$ cat src/battery_voltage_gauge_macros.svh
// Assertion macros for the battery voltage gauge.
// Used by the top level; expects clk and rst_n in the including scope.
`ifndef BATTERY_VOLTAGE_GAUGE_MACROS_SVH
`define BATTERY_VOLTAGE_GAUGE_MACROS_SVH

`define BVG_ASSERT_IMP(label, cond, prop) \
    label: assert property (@(posedge clk) disable iff (!rst_n) (cond) |-> (prop)) \
        else $error("battery_voltage_gauge: same-cycle check failed");

`define BVG_ASSERT_NEXT(label, cond, prop) \
    label: assert property (@(posedge clk) disable iff (!rst_n) (cond) |=> (prop)) \
        else $error("battery_voltage_gauge: next-cycle check failed");

`endif

$ cat src/bvg_pkg.sv
// Shared constants, types and codes of the battery voltage gauge.
// Used by every module of the block; depends on nothing.
`default_nettype none

package bvg_pkg;

    localparam int WINDOW     = 10;
    localparam int ADC_BITS   = 12;
    localparam int MV_W       = 14;
    localparam int PCT_W      = 10;
    localparam int STATUS_W   = 3;
    localparam int CFG_IDX_W  = 3;
    localparam int CFG_DATA_W = 14;

    localparam int CODE_MAX  = (1 << ADC_BITS) - 1;
    localparam int PCT_FULL  = 1000;
    localparam int SUM_W     = $clog2(WINDOW * ((1 << MV_W) - 1) + 1);
    localparam int SLOT_W    = (WINDOW > 1) ? $clog2(WINDOW) : 1;
    localparam int CNT_W     = $clog2(WINDOW + 1);
    localparam int PROD_W    = ADC_BITS + MV_W;
    localparam int PCT_NUM_W = MV_W + $clog2(PCT_FULL + 1);

    localparam int DIV_N_A   = (PROD_W > SUM_W) ? PROD_W : SUM_W;
    localparam int DIV_N_W   = (DIV_N_A > PCT_NUM_W) ? DIV_N_A : PCT_NUM_W;
    localparam int DEN_A     = (MV_W > ADC_BITS) ? MV_W : ADC_BITS;
    localparam int DEN_W     = (DEN_A > CNT_W) ? DEN_A : CNT_W;
    localparam int DIV_STEPS = (DIV_N_W + 1) / 2;
    localparam int DIV_CNT_W = (DIV_STEPS > 1) ? $clog2(DIV_STEPS) : 1;

    localparam logic [MV_W-1:0]  RESET_FULL_SCALE = 14'd10560;
    localparam logic [MV_W-1:0]  RESET_EMPTY_MV   = 14'd3000;
    localparam logic [MV_W-1:0]  RESET_FULL_MV    = 14'd4200;
    localparam logic [PCT_W-1:0] RESET_LOW        = 10'd200;
    localparam logic [PCT_W-1:0] RESET_MEDIUM     = 10'd500;
    localparam logic [PCT_W-1:0] RESET_GOOD       = 10'd800;

    localparam logic [CFG_IDX_W-1:0] REG_FULL_SCALE = 3'd0;
    localparam logic [CFG_IDX_W-1:0] REG_EMPTY_MV   = 3'd1;
    localparam logic [CFG_IDX_W-1:0] REG_FULL_MV    = 3'd2;
    localparam logic [CFG_IDX_W-1:0] REG_LOW        = 3'd3;
    localparam logic [CFG_IDX_W-1:0] REG_MEDIUM     = 3'd4;
    localparam logic [CFG_IDX_W-1:0] REG_GOOD       = 3'd5;

    localparam logic [STATUS_W-1:0] STATUS_CRITICAL  = 3'd0;
    localparam logic [STATUS_W-1:0] STATUS_LOW       = 3'd1;
    localparam logic [STATUS_W-1:0] STATUS_MEDIUM    = 3'd2;
    localparam logic [STATUS_W-1:0] STATUS_GOOD      = 3'd3;
    localparam logic [STATUS_W-1:0] STATUS_EXCELLENT = 3'd4;

    typedef enum logic [1:0] {
        DIV_SCALE,
        DIV_MEAN,
        DIV_PCT
    } div_sel_t;

    typedef struct packed {
        logic     capture;
        logic     div_start;
        div_sel_t div_sel;
        logic     ring_update;
        logic     mean_load;
        logic     pct_load_div;
        logic     pct_load_direct;
        logic     out_load;
    } bvg_cmd_t;

    typedef struct packed {
        logic code_zero;
        logic div_done;
        logic pct_direct;
    } bvg_status_t;

endpackage

`default_nettype wire

$ cat src/bvg_divider.sv
// Unsigned restoring divider that retires two quotient bits per cycle.
// Depends on bvg_pkg for operand widths and the step count.
`default_nettype none

module bvg_divider (
    input  logic                        clk,
    input  logic                        rst_n,
    input  logic                        start,
    input  logic [bvg_pkg::DIV_N_W-1:0] dividend,
    input  logic [bvg_pkg::DEN_W-1:0]   divisor,
    output logic                        done,
    output logic [bvg_pkg::DIV_N_W-1:0] quotient
);

    localparam int NUM_W = 2 * bvg_pkg::DIV_STEPS;

    logic                            busy_reg;
    logic                            done_reg;
    logic [bvg_pkg::DIV_CNT_W-1:0]   count_reg;
    logic [bvg_pkg::DEN_W-1:0]       rem_reg;
    logic [bvg_pkg::DEN_W-1:0]       rem_next;
    logic [bvg_pkg::DEN_W-1:0]       den_reg;
    logic [NUM_W-1:0]                num_reg;
    logic [NUM_W-1:0]                num_next;
    logic [bvg_pkg::DEN_W:0]         trial;
    logic                            qbit;

    always_comb
    begin
        rem_next = rem_reg;
        num_next = num_reg;
        trial    = '0;
        qbit     = 1'b0;
        for (int i = 0; i < 2; i++)
        begin
            trial = {rem_next, num_next[NUM_W-1]};
            qbit  = (trial >= {1'b0, den_reg});
            if (qbit)
            begin
                trial = trial - {1'b0, den_reg};
            end
            rem_next = trial[bvg_pkg::DEN_W-1:0];
            num_next = {num_next[NUM_W-2:0], qbit};
        end
    end

    always_ff @(posedge clk or negedge rst_n)
    begin
        if (!rst_n)
        begin
            busy_reg  <= 1'b0;
            done_reg  <= 1'b0;
            count_reg <= '0;
        end
        else
        begin
            done_reg <= 1'b0;
            if (start)
            begin
                busy_reg  <= 1'b1;
                count_reg <= bvg_pkg::DIV_CNT_W'(bvg_pkg::DIV_STEPS - 1);
            end
            else if (busy_reg)
            begin
                if (count_reg == '0)
                begin
                    busy_reg <= 1'b0;
                    done_reg <= 1'b1;
                end
                else
                begin
                    count_reg <= count_reg - 1'b1;
                end
            end
        end
    end

    always_ff @(posedge clk)
    begin
        if (start)
        begin
            rem_reg <= '0;
            den_reg <= divisor;
            num_reg <= NUM_W'(dividend);
        end
        else if (busy_reg)
        begin
            rem_reg <= rem_next;
            num_reg <= num_next;
        end
    end

    assign done     = done_reg;
    assign quotient = num_reg[bvg_pkg::DIV_N_W-1:0];

endmodule

`default_nettype wire

$ cat src/bvg_datapath.sv
// Datapath of the battery voltage gauge: registers, sample ring, running sum,
// shared divider and result registers. Depends on bvg_pkg and bvg_divider.
`default_nettype none

module bvg_datapath (
    input  logic                            clk,
    input  logic                            rst_n,
    input  bvg_pkg::bvg_cmd_t               cmd,
    output bvg_pkg::bvg_status_t            stat,
    input  logic                            cfg_write,
    input  logic [bvg_pkg::CFG_IDX_W-1:0]   cfg_index,
    input  logic [bvg_pkg::CFG_DATA_W-1:0]  cfg_data,
    input  logic [bvg_pkg::ADC_BITS-1:0]    raw_code,
    output logic                            read_failed,
    output logic [bvg_pkg::MV_W-1:0]        filtered_mv,
    output logic [bvg_pkg::PCT_W-1:0]       percent_tenths,
    output logic [bvg_pkg::STATUS_W-1:0]    status
);

    logic [bvg_pkg::MV_W-1:0]      full_scale_reg;
    logic [bvg_pkg::MV_W-1:0]      empty_mv_reg;
    logic [bvg_pkg::MV_W-1:0]      full_mv_reg;
    logic [bvg_pkg::PCT_W-1:0]     low_reg;
    logic [bvg_pkg::PCT_W-1:0]     medium_reg;
    logic [bvg_pkg::PCT_W-1:0]     good_reg;

    logic [bvg_pkg::ADC_BITS-1:0]  code_reg;
    logic [bvg_pkg::MV_W-1:0]      ring_reg [bvg_pkg::WINDOW];
    logic [bvg_pkg::SLOT_W-1:0]    slot_reg;
    logic                          ring_full_reg;
    logic [bvg_pkg::SUM_W-1:0]     sum_reg;
    logic [bvg_pkg::MV_W-1:0]      mean_reg;
    logic [bvg_pkg::PCT_W-1:0]     pct_reg;

    logic                          read_failed_reg;
    logic [bvg_pkg::MV_W-1:0]      filtered_reg;
    logic [bvg_pkg::PCT_W-1:0]     percent_reg;
    logic [bvg_pkg::STATUS_W-1:0]  status_reg;

    logic [bvg_pkg::PROD_W-1:0]    product;
    logic [bvg_pkg::MV_W-1:0]      diff_mv;
    logic [bvg_pkg::PCT_NUM_W-1:0] pct_num;
    logic [bvg_pkg::CNT_W-1:0]     sample_count;
    logic [bvg_pkg::DIV_N_W-1:0]   dividend;
    logic [bvg_pkg::DEN_W-1:0]     divisor;
    logic                          div_done;
    logic [bvg_pkg::DIV_N_W-1:0]   quotient;
    logic [bvg_pkg::MV_W-1:0]      mv_new;
    logic [bvg_pkg::SUM_W-1:0]     sum_drop;
    logic [bvg_pkg::STATUS_W-1:0]  status_calc;

    always_ff @(posedge clk or negedge rst_n)
    begin
        if (!rst_n)
        begin
            full_scale_reg <= bvg_pkg::RESET_FULL_SCALE;
            empty_mv_reg   <= bvg_pkg::RESET_EMPTY_MV;
            full_mv_reg    <= bvg_pkg::RESET_FULL_MV;
            low_reg        <= bvg_pkg::RESET_LOW;
            medium_reg     <= bvg_pkg::RESET_MEDIUM;
            good_reg       <= bvg_pkg::RESET_GOOD;
        end
        else if (cfg_write)
        begin
            unique case (cfg_index)
                bvg_pkg::REG_FULL_SCALE: full_scale_reg <= cfg_data[bvg_pkg::MV_W-1:0];
                bvg_pkg::REG_EMPTY_MV:   empty_mv_reg   <= cfg_data[bvg_pkg::MV_W-1:0];
                bvg_pkg::REG_FULL_MV:    full_mv_reg    <= cfg_data[bvg_pkg::MV_W-1:0];
                bvg_pkg::REG_LOW:        low_reg        <= cfg_data[bvg_pkg::PCT_W-1:0];
                bvg_pkg::REG_MEDIUM:     medium_reg     <= cfg_data[bvg_pkg::PCT_W-1:0];
                bvg_pkg::REG_GOOD:       good_reg       <= cfg_data[bvg_pkg::PCT_W-1:0];
                default:                 ;
            endcase
        end
    end

    assign product      = bvg_pkg::PROD_W'(code_reg) * bvg_pkg::PROD_W'(full_scale_reg);
    assign diff_mv      = mean_reg - empty_mv_reg;
    assign pct_num      = bvg_pkg::PCT_NUM_W'(diff_mv)
                        * bvg_pkg::PCT_NUM_W'(bvg_pkg::PCT_FULL);
    assign sample_count = ring_full_reg ? bvg_pkg::CNT_W'(bvg_pkg::WINDOW)
                                        : bvg_pkg::CNT_W'(slot_reg);

    always_comb
    begin
        unique case (cmd.div_sel)
            bvg_pkg::DIV_SCALE:
            begin
                dividend = bvg_pkg::DIV_N_W'(product);
                divisor  = bvg_pkg::DEN_W'(bvg_pkg::CODE_MAX);
            end
            bvg_pkg::DIV_MEAN:
            begin
                dividend = bvg_pkg::DIV_N_W'(sum_reg);
                divisor  = bvg_pkg::DEN_W'(sample_count);
            end
            bvg_pkg::DIV_PCT:
            begin
                dividend = bvg_pkg::DIV_N_W'(pct_num);
                divisor  = bvg_pkg::DEN_W'(full_mv_reg - empty_mv_reg);
            end
            default:
            begin
                dividend = '0;
                divisor  = '0;
            end
        endcase
    end

    bvg_divider u_divider (
        .clk      (clk),
        .rst_n    (rst_n),
        .start    (cmd.div_start),
        .dividend (dividend),
        .divisor  (divisor),
        .done     (div_done),
        .quotient (quotient)
    );

    assign mv_new   = quotient[bvg_pkg::MV_W-1:0];
    assign sum_drop = ring_full_reg ? bvg_pkg::SUM_W'(ring_reg[slot_reg]) : '0;

    always_ff @(posedge clk)
    begin
        if (cmd.capture)
        begin
            code_reg <= raw_code;
        end
        if (cmd.ring_update)
        begin
            ring_reg[slot_reg] <= mv_new;
        end
        if (cmd.mean_load)
        begin
            mean_reg <= mv_new;
        end
        if (cmd.pct_load_direct)
        begin
            pct_reg <= (mean_reg >= full_mv_reg) ? bvg_pkg::PCT_W'(bvg_pkg::PCT_FULL) : '0;
        end
        else if (cmd.pct_load_div)
        begin
            pct_reg <= quotient[bvg_pkg::PCT_W-1:0];
        end
    end

    always_ff @(posedge clk or negedge rst_n)
    begin
        if (!rst_n)
        begin
            slot_reg      <= '0;
            ring_full_reg <= 1'b0;
            sum_reg       <= '0;
        end
        else if (cmd.ring_update)
        begin
            sum_reg <= sum_reg - sum_drop + bvg_pkg::SUM_W'(mv_new);
            if (slot_reg == bvg_pkg::SLOT_W'(bvg_pkg::WINDOW - 1))
            begin
                slot_reg      <= '0;
                ring_full_reg <= 1'b1;
            end
            else
            begin
                slot_reg <= slot_reg + 1'b1;
            end
        end
    end

    always_comb
    begin
        if (mean_reg < empty_mv_reg)
        begin
            status_calc = bvg_pkg::STATUS_CRITICAL;
        end
        else if (pct_reg < low_reg)
        begin
            status_calc = bvg_pkg::STATUS_LOW;
        end
        else if (pct_reg < medium_reg)
        begin
            status_calc = bvg_pkg::STATUS_MEDIUM;
        end
        else if (pct_reg < good_reg)
        begin
            status_calc = bvg_pkg::STATUS_GOOD;
        end
        else
        begin
            status_calc = bvg_pkg::STATUS_EXCELLENT;
        end
    end

    always_ff @(posedge clk)
    begin
        if (cmd.out_load)
        begin
            if (code_reg == '0)
            begin
                read_failed_reg <= 1'b1;
                filtered_reg    <= '0;
                percent_reg     <= '0;
                status_reg      <= bvg_pkg::STATUS_CRITICAL;
            end
            else
            begin
                read_failed_reg <= 1'b0;
                filtered_reg    <= mean_reg;
                percent_reg     <= pct_reg;
                status_reg      <= status_calc;
            end
        end
    end

    assign stat.code_zero  = (code_reg == '0);
    assign stat.div_done   = div_done;
    assign stat.pct_direct = (mean_reg >= full_mv_reg) || (mean_reg <= empty_mv_reg);

    assign read_failed    = read_failed_reg;
    assign filtered_mv    = filtered_reg;
    assign percent_tenths = percent_reg;
    assign status         = status_reg;

endmodule

`default_nettype wire

$ cat src/bvg_ctrl.sv
// Controller of the battery voltage gauge: sequences one word through scaling,
// averaging and percentage steps and owns both handshakes. Depends on bvg_pkg.
`default_nettype none

module bvg_ctrl (
    input  logic                 clk,
    input  logic                 rst_n,
    input  logic                 code_valid,
    output logic                 code_stall,
    output logic                 result_valid,
    input  logic                 result_stall,
    input  bvg_pkg::bvg_status_t stat,
    output bvg_pkg::bvg_cmd_t    cmd
);

    typedef enum logic [2:0] {
        S_IDLE,
        S_CHECK,
        S_SCALE,
        S_MEAN_GO,
        S_MEAN,
        S_PCT_GO,
        S_PCT,
        S_DONE
    } state_t;

    state_t state_reg;
    state_t state_next;
    logic   stall_reg;
    logic   valid_reg;
    logic   valid_next;
    logic   out_free;

    assign out_free = !valid_reg || !result_stall;

    always_comb
    begin
        state_next  = state_reg;
        cmd         = '0;
        cmd.div_sel = bvg_pkg::DIV_SCALE;
        unique case (state_reg)
            S_IDLE:
            begin
                if (code_valid)
                begin
                    cmd.capture = 1'b1;
                    state_next  = S_CHECK;
                end
            end
            S_CHECK:
            begin
                if (stat.code_zero)
                begin
                    state_next = S_DONE;
                end
                else
                begin
                    cmd.div_start = 1'b1;
                    cmd.div_sel   = bvg_pkg::DIV_SCALE;
                    state_next    = S_SCALE;
                end
            end
            S_SCALE:
            begin
                if (stat.div_done)
                begin
                    cmd.ring_update = 1'b1;
                    state_next      = S_MEAN_GO;
                end
            end
            S_MEAN_GO:
            begin
                cmd.div_start = 1'b1;
                cmd.div_sel   = bvg_pkg::DIV_MEAN;
                state_next    = S_MEAN;
            end
            S_MEAN:
            begin
                if (stat.div_done)
                begin
                    cmd.mean_load = 1'b1;
                    state_next    = S_PCT_GO;
                end
            end
            S_PCT_GO:
            begin
                if (stat.pct_direct)
                begin
                    cmd.pct_load_direct = 1'b1;
                    state_next          = S_DONE;
                end
                else
                begin
                    cmd.div_start = 1'b1;
                    cmd.div_sel   = bvg_pkg::DIV_PCT;
                    state_next    = S_PCT;
                end
            end
            S_PCT:
            begin
                if (stat.div_done)
                begin
                    cmd.pct_load_div = 1'b1;
                    state_next       = S_DONE;
                end
            end
            S_DONE:
            begin
                if (out_free)
                begin
                    cmd.out_load = 1'b1;
                    state_next   = S_IDLE;
                end
            end
            default:
            begin
                state_next = S_IDLE;
            end
        endcase
    end

    always_comb
    begin
        if (cmd.out_load)
        begin
            valid_next = 1'b1;
        end
        else if (!result_stall)
        begin
            valid_next = 1'b0;
        end
        else
        begin
            valid_next = valid_reg;
        end
    end

    always_ff @(posedge clk or negedge rst_n)
    begin
        if (!rst_n)
        begin
            state_reg <= S_IDLE;
            stall_reg <= 1'b0;
            valid_reg <= 1'b0;
        end
        else
        begin
            state_reg <= state_next;
            stall_reg <= (state_next != S_IDLE);
            valid_reg <= valid_next;
        end
    end

    assign code_stall   = stall_reg;
    assign result_valid = valid_reg;

endmodule

`default_nettype wire

$ cat src/battery_voltage_gauge.sv
// Battery voltage gauge: takes one ADC code word at a time and returns one
// result word with the moving-average voltage, a charge estimate in tenths of
// a percent and a five-level status. A code of zero gives a failed-read word
// and leaves the average alone. Any other code passes through up to three
// divisions (scaling to millivolts, the mean over the ring and the
// percentage) on one shared divider that retires two quotient bits a cycle;
// the percentage division is skipped when the mean lies at or beyond the
// empty or full voltage. The next code word is taken as soon as the previous
// result sits in the output register. Configuration writes go to index 0 to
// 5 and are meant for an idle block.
// Depends on bvg_pkg, bvg_ctrl, bvg_datapath and the assertion macro header.
`default_nettype none

module battery_voltage_gauge (
    input  logic                            clk,
    input  logic                            rst_n,
    input  logic                            cfg_write,
    input  logic [bvg_pkg::CFG_IDX_W-1:0]   cfg_index,
    input  logic [bvg_pkg::CFG_DATA_W-1:0]  cfg_data,
    input  logic                            code_valid,
    output logic                            code_stall,
    input  logic [bvg_pkg::ADC_BITS-1:0]    raw_code,
    output logic                            result_valid,
    input  logic                            result_stall,
    output logic                            read_failed,
    output logic [bvg_pkg::MV_W-1:0]        filtered_mv,
    output logic [bvg_pkg::PCT_W-1:0]       percent_tenths,
    output logic [bvg_pkg::STATUS_W-1:0]    status
);

    bvg_pkg::bvg_cmd_t    cmd;
    bvg_pkg::bvg_status_t stat;

    bvg_ctrl u_ctrl (
        .clk          (clk),
        .rst_n        (rst_n),
        .code_valid   (code_valid),
        .code_stall   (code_stall),
        .result_valid (result_valid),
        .result_stall (result_stall),
        .stat         (stat),
        .cmd          (cmd)
    );

    bvg_datapath u_datapath (
        .clk            (clk),
        .rst_n          (rst_n),
        .cmd            (cmd),
        .stat           (stat),
        .cfg_write      (cfg_write),
        .cfg_index      (cfg_index),
        .cfg_data       (cfg_data),
        .raw_code       (raw_code),
        .read_failed    (read_failed),
        .filtered_mv    (filtered_mv),
        .percent_tenths (percent_tenths),
        .status         (status)
    );

`include "battery_voltage_gauge_macros.svh"

    `BVG_ASSERT_IMP(a_failed_word_zero, result_valid && read_failed, filtered_mv == '0 && percent_tenths == '0 && status == bvg_pkg::STATUS_CRITICAL)
    `BVG_ASSERT_IMP(a_result_in_range, result_valid && !read_failed, percent_tenths <= bvg_pkg::PCT_W'(bvg_pkg::PCT_FULL) && status <= bvg_pkg::STATUS_EXCELLENT)
    `BVG_ASSERT_NEXT(a_busy_after_accept, code_valid && !code_stall, code_stall)

endmodule

`default_nettype wire
$ cat config.mk
export PLATFORM = sky130hd
export DESIGN_NAME = battery_voltage_gauge
export DESIGN_NICKNAME = d
export VERILOG_FILES = /design/src/bvg_pkg.sv /design/src/bvg_divider.sv /design/src/bvg_datapath.sv /design/src/bvg_ctrl.sv /design/src/battery_voltage_gauge.sv
export VERILOG_INCLUDE_DIRS = /design/src /design/src/src
export SDC_FILE = /design/constraint.sdc
export NUM_CORES = 1
export LEC_CHECK = 0
export ABC_AREA = 1
export BUFFER_PORTS_ARGS = -buffer_cell sky130_fd_sc_hd__buf_2
export CORE_MARGIN = 3
export CORE_UTILIZATION = 58
export DETAILED_ROUTE_END_ITERATION = 8
export PLACE_DENSITY = 0.76
export SLEW_MARGIN = 20
export SYNTH_ARGS = -nofsm -noshare
export SYNTH_HDL_FRONTEND = slang
export SYNTH_SLANG_ARGS = --single-unit
$ cat constraint.sdc
create_clock -name clk -period 5.8 [get_ports clk]
set_clock_uncertainty 0.1 [all_clocks]
set_input_delay 0.29 -clock clk [delete_from_list [all_inputs] [get_ports clk]]
set_output_delay 0.29 -clock clk [all_outputs]
set_load 0.02 [all_outputs]
# Yosys cells after proc, flatten, opt, wreduce, memory -nomap -nowiden
# Memory sizes are Yosys's and may differ from the RTL's.
# Cells that the tools add are included.
# word_totals
ff_bits,224
mem_count,1
wordCells,136
ram_bits,140
# memory_table
memory,words,word_bits,rd,rd_clocked_by_memory_dff,write_ports,line_no,source
u_datapath.ring_reg,10,14,1,0,1,bvg_datapath.sv:28,logic [bvg_pkg::MV_W-1:0] ring_reg [bvg_pkg::WINDOW];
# classes
magnitude_cmp,8
n_eq_ne,17
n_mux,50
addsub,8
reduce_logical,23
multipliers,2
# ops
cell,n
$pmux W26 S3,1
$sub A14 B14 Y14,4
$mux W26,2
$mux W14,3
$pmux W14 S3,1
$ge A15 B14 Y1,2
$lt A10 B10 Y1,3
$mux W10,3
$mux W3,9
$mul A12 B14 Y26,1
$pmux W3 S8,1
$mux W1,23
$mul A14 B7 Y21 const B,1
$mux W4,5
$add A18 B14 Y18,1
$eq A3 B3 Y1 const B,6
$sub A18 B18 Y18,1
$reduce_and A2 Y1,8
$ge A14 B14 Y1,1
$le A14 B14 Y1,1
$lt A14 B14 Y1,1
$eq A3 B2 Y1 const B,4
$logic_not A12 Y1,1
$pmux W3 S3,1
19 further kinds,24

# Depth between registers and ports, before layout
# depth
word_depth,7
mapped_depth,32
depth_no_buf,32

# By module
# From an unflattened synthesis, not the netlist that was laid out.
# unflattened
hier_cells,3449
hier_area_um2,28413.5
# by_module_without_submodules
module,area_each_um2,seq_area_each_um2,instances,cells_per_inst
bvg_datapath,23881.7,8536.9,1,2823
bvg_divider,4212.8,1631.6,1,578
bvg_ctrl,319.1,125.1,1,48

# Least setup slack after synthesis
# OpenSTA, ideal clock, no wires.
# synth_path
path_kind,register to register
startpoint,register u_datapath.empty_mv_reg[4] in the netlist's numbering
endpoint,register u_datapath.u_divider.num_reg[21] (netlist: u_datapath.u_divider.quotient[21]) (data pin)
path_stages_with_launch,28
setup_slack_ns,0.326
setup_ns,0.252
arrival_time_ns,5.122
cell_sequence,dfstp_2 inv_1 ha_1 a21oi_1 o21ai_0 nand2_1 nand3_1 nand3_1 nand2_1 xnor2_1 inv_1 ha_1 inv_1 fa_1 fa_1 fa_1 inv_1 ha_1 a21oi_1 a21boi_0 nor2_1 nor2_1 nand2_1 nor2_1 nand3b_1 nand2_1 nand2_1 nand2_1
# synth_via
elab_chain_cells,7
# synth_rtl
element,line_no,source
"start, declared",bvg_datapath.sv:21,logic [bvg_pkg::MV_W-1:0] empty_mv_reg;
"start signal, assigned",bvg_datapath.sv:57,empty_mv_reg <= bvg_pkg::RESET_EMPTY_MV;
"start signal, assigned",bvg_datapath.sv:67,bvg_pkg::REG_EMPTY_MV: empty_mv_reg <= cfg_data[bvg_pkg::MV_W-1:0];
"parallel branches: the longest is 6 deep, another holds $mul A14 B7 Y21",-,
$mux W26 (*),bvg_divider.sv:80,if (start)
"end signal, assigned",bvg_divider.sv:84,num_reg <= NUM_W'(dividend);
"end signal, assigned",bvg_divider.sv:89,num_reg <= num_next;
"end, declared",bvg_divider.sv:23,logic [NUM_W-1:0] num_reg;
# Mark *: on every way between the ends.
# A chain may end at the register's enable or synchronous reset.

# Worst setup path after layout
# layout_path
startpoint,register u_datapath.full_scale_reg[4] in the netlist's numbering
endpoint,register u_datapath.u_divider.num_reg[25] (netlist: u_datapath.u_divider.quotient[25]) (data pin)
# layout_via
elab_chain_cells,3
# layout_rtl
element,line_no,source
"start, declared",bvg_datapath.sv:20,logic [bvg_pkg::MV_W-1:0] full_scale_reg;
"start signal, assigned",bvg_datapath.sv:56,full_scale_reg <= bvg_pkg::RESET_FULL_SCALE;
"start signal, assigned",bvg_datapath.sv:66,bvg_pkg::REG_FULL_SCALE: full_scale_reg <= cfg_data[bvg_pkg::MV_W-1:0];
$mul A12 B14 Y26,bvg_datapath.sv:77,assign product = bvg_pkg::PROD_W'(code_reg) * bvg_pkg::PROD_W'(full_scale_reg);
$pmux W26 S3,bvg_datapath.sv:86,unique case (cmd.div_sel)
$mux W26,bvg_divider.sv:80,
# Every way passes these cells.

==> impl_metrics.tcl <==
set metrics [dict create \
    status "completed" \
    largest_reg_flops 140 \
    grt_overflow 0 \
    io_pins 64 \
    final_cell_mix "798 x nand2_1, 640 x inv_1, 244 x edfxtp_1" \
    finalCriticalPeriod_ns 5.600 \
    async_flop_share_pct 29.12 \
    gp_congestion 0.9639 \
    netlist.top_cell.by_area "edfxtp_1" \
    via_per_inst 5.730 \
    synth_seq_cells 364 \
    grt_pass1_wl_um 125300 \
    crit_path_start_kind "flop" \
    placedCellCount 3967 \
    max_stage_delay_ns 0.55 \
    r2r_start "u_datapath.full_scale_reg[4]" \
    rrSetupSlack_ns 0.20 \
    mappedNetlistArea_um2 27920 \
    start_util_pct 59.35 \
    avgSynthCellArea_um2 8.439 \
    drive_gt1_share_pct 9.792 \
    min_from "cfg_data[10]" \
    worstSetupEndpoint "u_datapath.u_divider.quotient[25]" \
    nNetsFinal 3864 \
    rows 79 \
    cts_made_buffers 39 \
    hold_viol_final 0 \
    die_height_um 225.4 \
    die_area_um2 50810 \
    synthTopCellsByArea "edfxtp_1 26%, fa_1 13%, nand2_1 11%, ha_1 10%, inv_1 8.7%" \
    r2r-end "u_datapath.u_divider.quotient[25]" \
    wire_per_inst_um 19.37 \
    drc_errors 0 \
    fin_ws_ns 0.2000 \
    path_class "flop to flop" \
    syn_nets 3741 \
    maxSlewHeadroom_pct 24.20 \
    antenna_found_initial 2 \
    ys_types 56 \
    tns_ns 0 \
    die_w_um 225.4 \
    setup_violations 0 \
    synthCells 3309 \
    hpwl_um 59530 \
    cp.required_ns 6.03 \
    rsz0062_at_grt "yes" \
    cts_sinks 364 \
    clk_path_buf_depth 3 \
    hold_class "input port to flop" \
    max_freq_mhz 178.6 \
    cts_root_buf "clkbuf_16" \
    seq_area_frac_synth_pct 36.86 \
    track_usage_pct 31.61 \
    core_area_um2 47050 \
    synth_top_area_share_pct 26.24 \
    area_growth_syn_to_layout_pct 11.60 \
    reg2regPathDepth 19 \
    pre_cts_ws_ns -0.004273 \
    synth_edf_count 244 \
    synth_ff_type "edfxtp_1" \
    final_common_cell "nand2_1" \
    drtPass1Iterations 8 \
    slowest_stage "fa_1" \
    crit_path_start "u_datapath.full_scale_reg[4]" \
    period_share_pct 96.55 \
    vias 23340 \
    grt_max_degree 67 \
    clkTransAtPathRegs_ns 0.06 \
    port_buffers 63 \
    crit_path_max_fanout 9 \
    drt_iter0_drc 2460 \
    yosysWarnings 0 \
    arrival_ns 5.83 \
    endpoint_kind "flop" \
    cap_violations 0 \
    crit_top_cell "fa_1" \
    clk_latency_ns 0.58 \
    cts_tree "done" \
    routed_wl_um 78880 \
    tightestPinTransition_ns 1.134 \
    final_cells 4073 \
    detail-route-antenna-nets 0 \
    grt_pass1_vias 23250 \
    cp_cell_sequence "buf_4, nand2_1, fa_1, fa_1, inv_1, fa_1, inv_1, fa_1, inv_1, fa_1, ha_1, nand2_1, o21ai_0, a21oi_1, o211ai_1, nand2_1, nand2_1, o21ai_0, buf_4" \
    drv_slew 0 \
    cts_max_level 2 \
]
-- cells in the mapped netlist (26+ instances only) --
| cell type | instances |
|---|---|
| edfxtp_1 | 244 |
| nand3_1 | 130 |
| ha_1 | 223 |
| fa_1 | 175 |
| a22oi_1 | 57 |
| xnor2_1 | 32 |
| o21ai_0 | 188 |
| xor2_1 | 35 |
| nand4_1 | 26 |
| dfstp_2 | 27 |
| nor3_1 | 29 |
| inv_1 | 644 |
| a21oi_1 | 143 |
| nand2_1 | 809 |
| dfrtp_1 | 79 |
| nor2_1 | 230 |
| clkbuf_1 | 60 |
-- routing by layer --
metal	routed length, um	GRT usage (%)
met1	32440	43.83
met2	35860	50.54
met3	7821	6.226
met4	2729	10.15
met5	29	0
-- cell type report --
type / instances / area [um2]
fillers: 3801 / 15890
multi-input cells: 2206 / 15160
flip-flops and latches: 364 / 10300
inverters: 654 / 2456
repair buffers: 167 / 1162
clock buffers: 46 / 1032
well taps: 607 / 759.5
clock inverters: 25 / 285.3
diodes: 4 / 10.01
-- timing repair --
item | CTS | global route
resized for setup | 1 | 73
setup endpoints to repair | 1 | 15
hold buffers | 16 | 0
cloned | 0 | 0
pin swaps | 0 | 12
endpoints found under the hold margin | 48 | 0
setup buffers | 0 | 15
-- worst max-delay path, delay by kind of cell (launching register included) --
| family | cells | cell delay, ns |
|---|---|---|
| buf+inv | 5 | 0.61 |
| compound gates | 4 | 0.81 |
| simple gates | 4 | 0.40 |
| fa+ha+maj | 6 | 2.92 |
| flops | 1 | 0.50 |
-- kinds of logic after synthesis --
kind of cell,count (synthesis),share of synthesized area (%)
AND/OR/NAND/NOR,1270,18.69
buffers and inverters,739,10.17
AO/OA/AOI/OAI,470,9.580
adder cells (fa/ha/maj),398,22.54
flip-flops,364,36.86
XOR/XNOR,68,2.160
-- worst min-delay path by stage --
stage,to,slack [ns],cells past startpoint
2_1_floorplan,u_ctrl.code_stall,-0.11,0
5_1_grt,u_datapath.full_scale_reg[10],0.03,3
3_5_place_dp,u_datapath.good_reg[2],0.23,1
4_1_cts,u_datapath.full_scale_reg[10],0.01,3
6_report,u_datapath.full_scale_reg[10],0.04,3
3_3_place_gp,u_datapath.good_reg[2],0.22,1
-- stage by stage --
| stage | util, % | area, um2 | hold WS (ns) |
|---|---|---|---|
| 6_report | 66.24 | 31160 | 0.04085 |
| 5_1_grt | 66.21 | 31150 | 0.02830 |
| 4_1_cts | 65.22 | 30690 | 0.01338 |
| 3_5_place_dp | 62.08 | 29210 | 0.2325 |
| 3_3_place_gp | 62.07 | 29200 | 0.2234 |
| 2_1_floorplan | - | 27920 | -0.1056 |
Power is left out: the tool's default activity adds up to more than one toggle a clock period on the data nets, which glitch-free logic cannot reach.
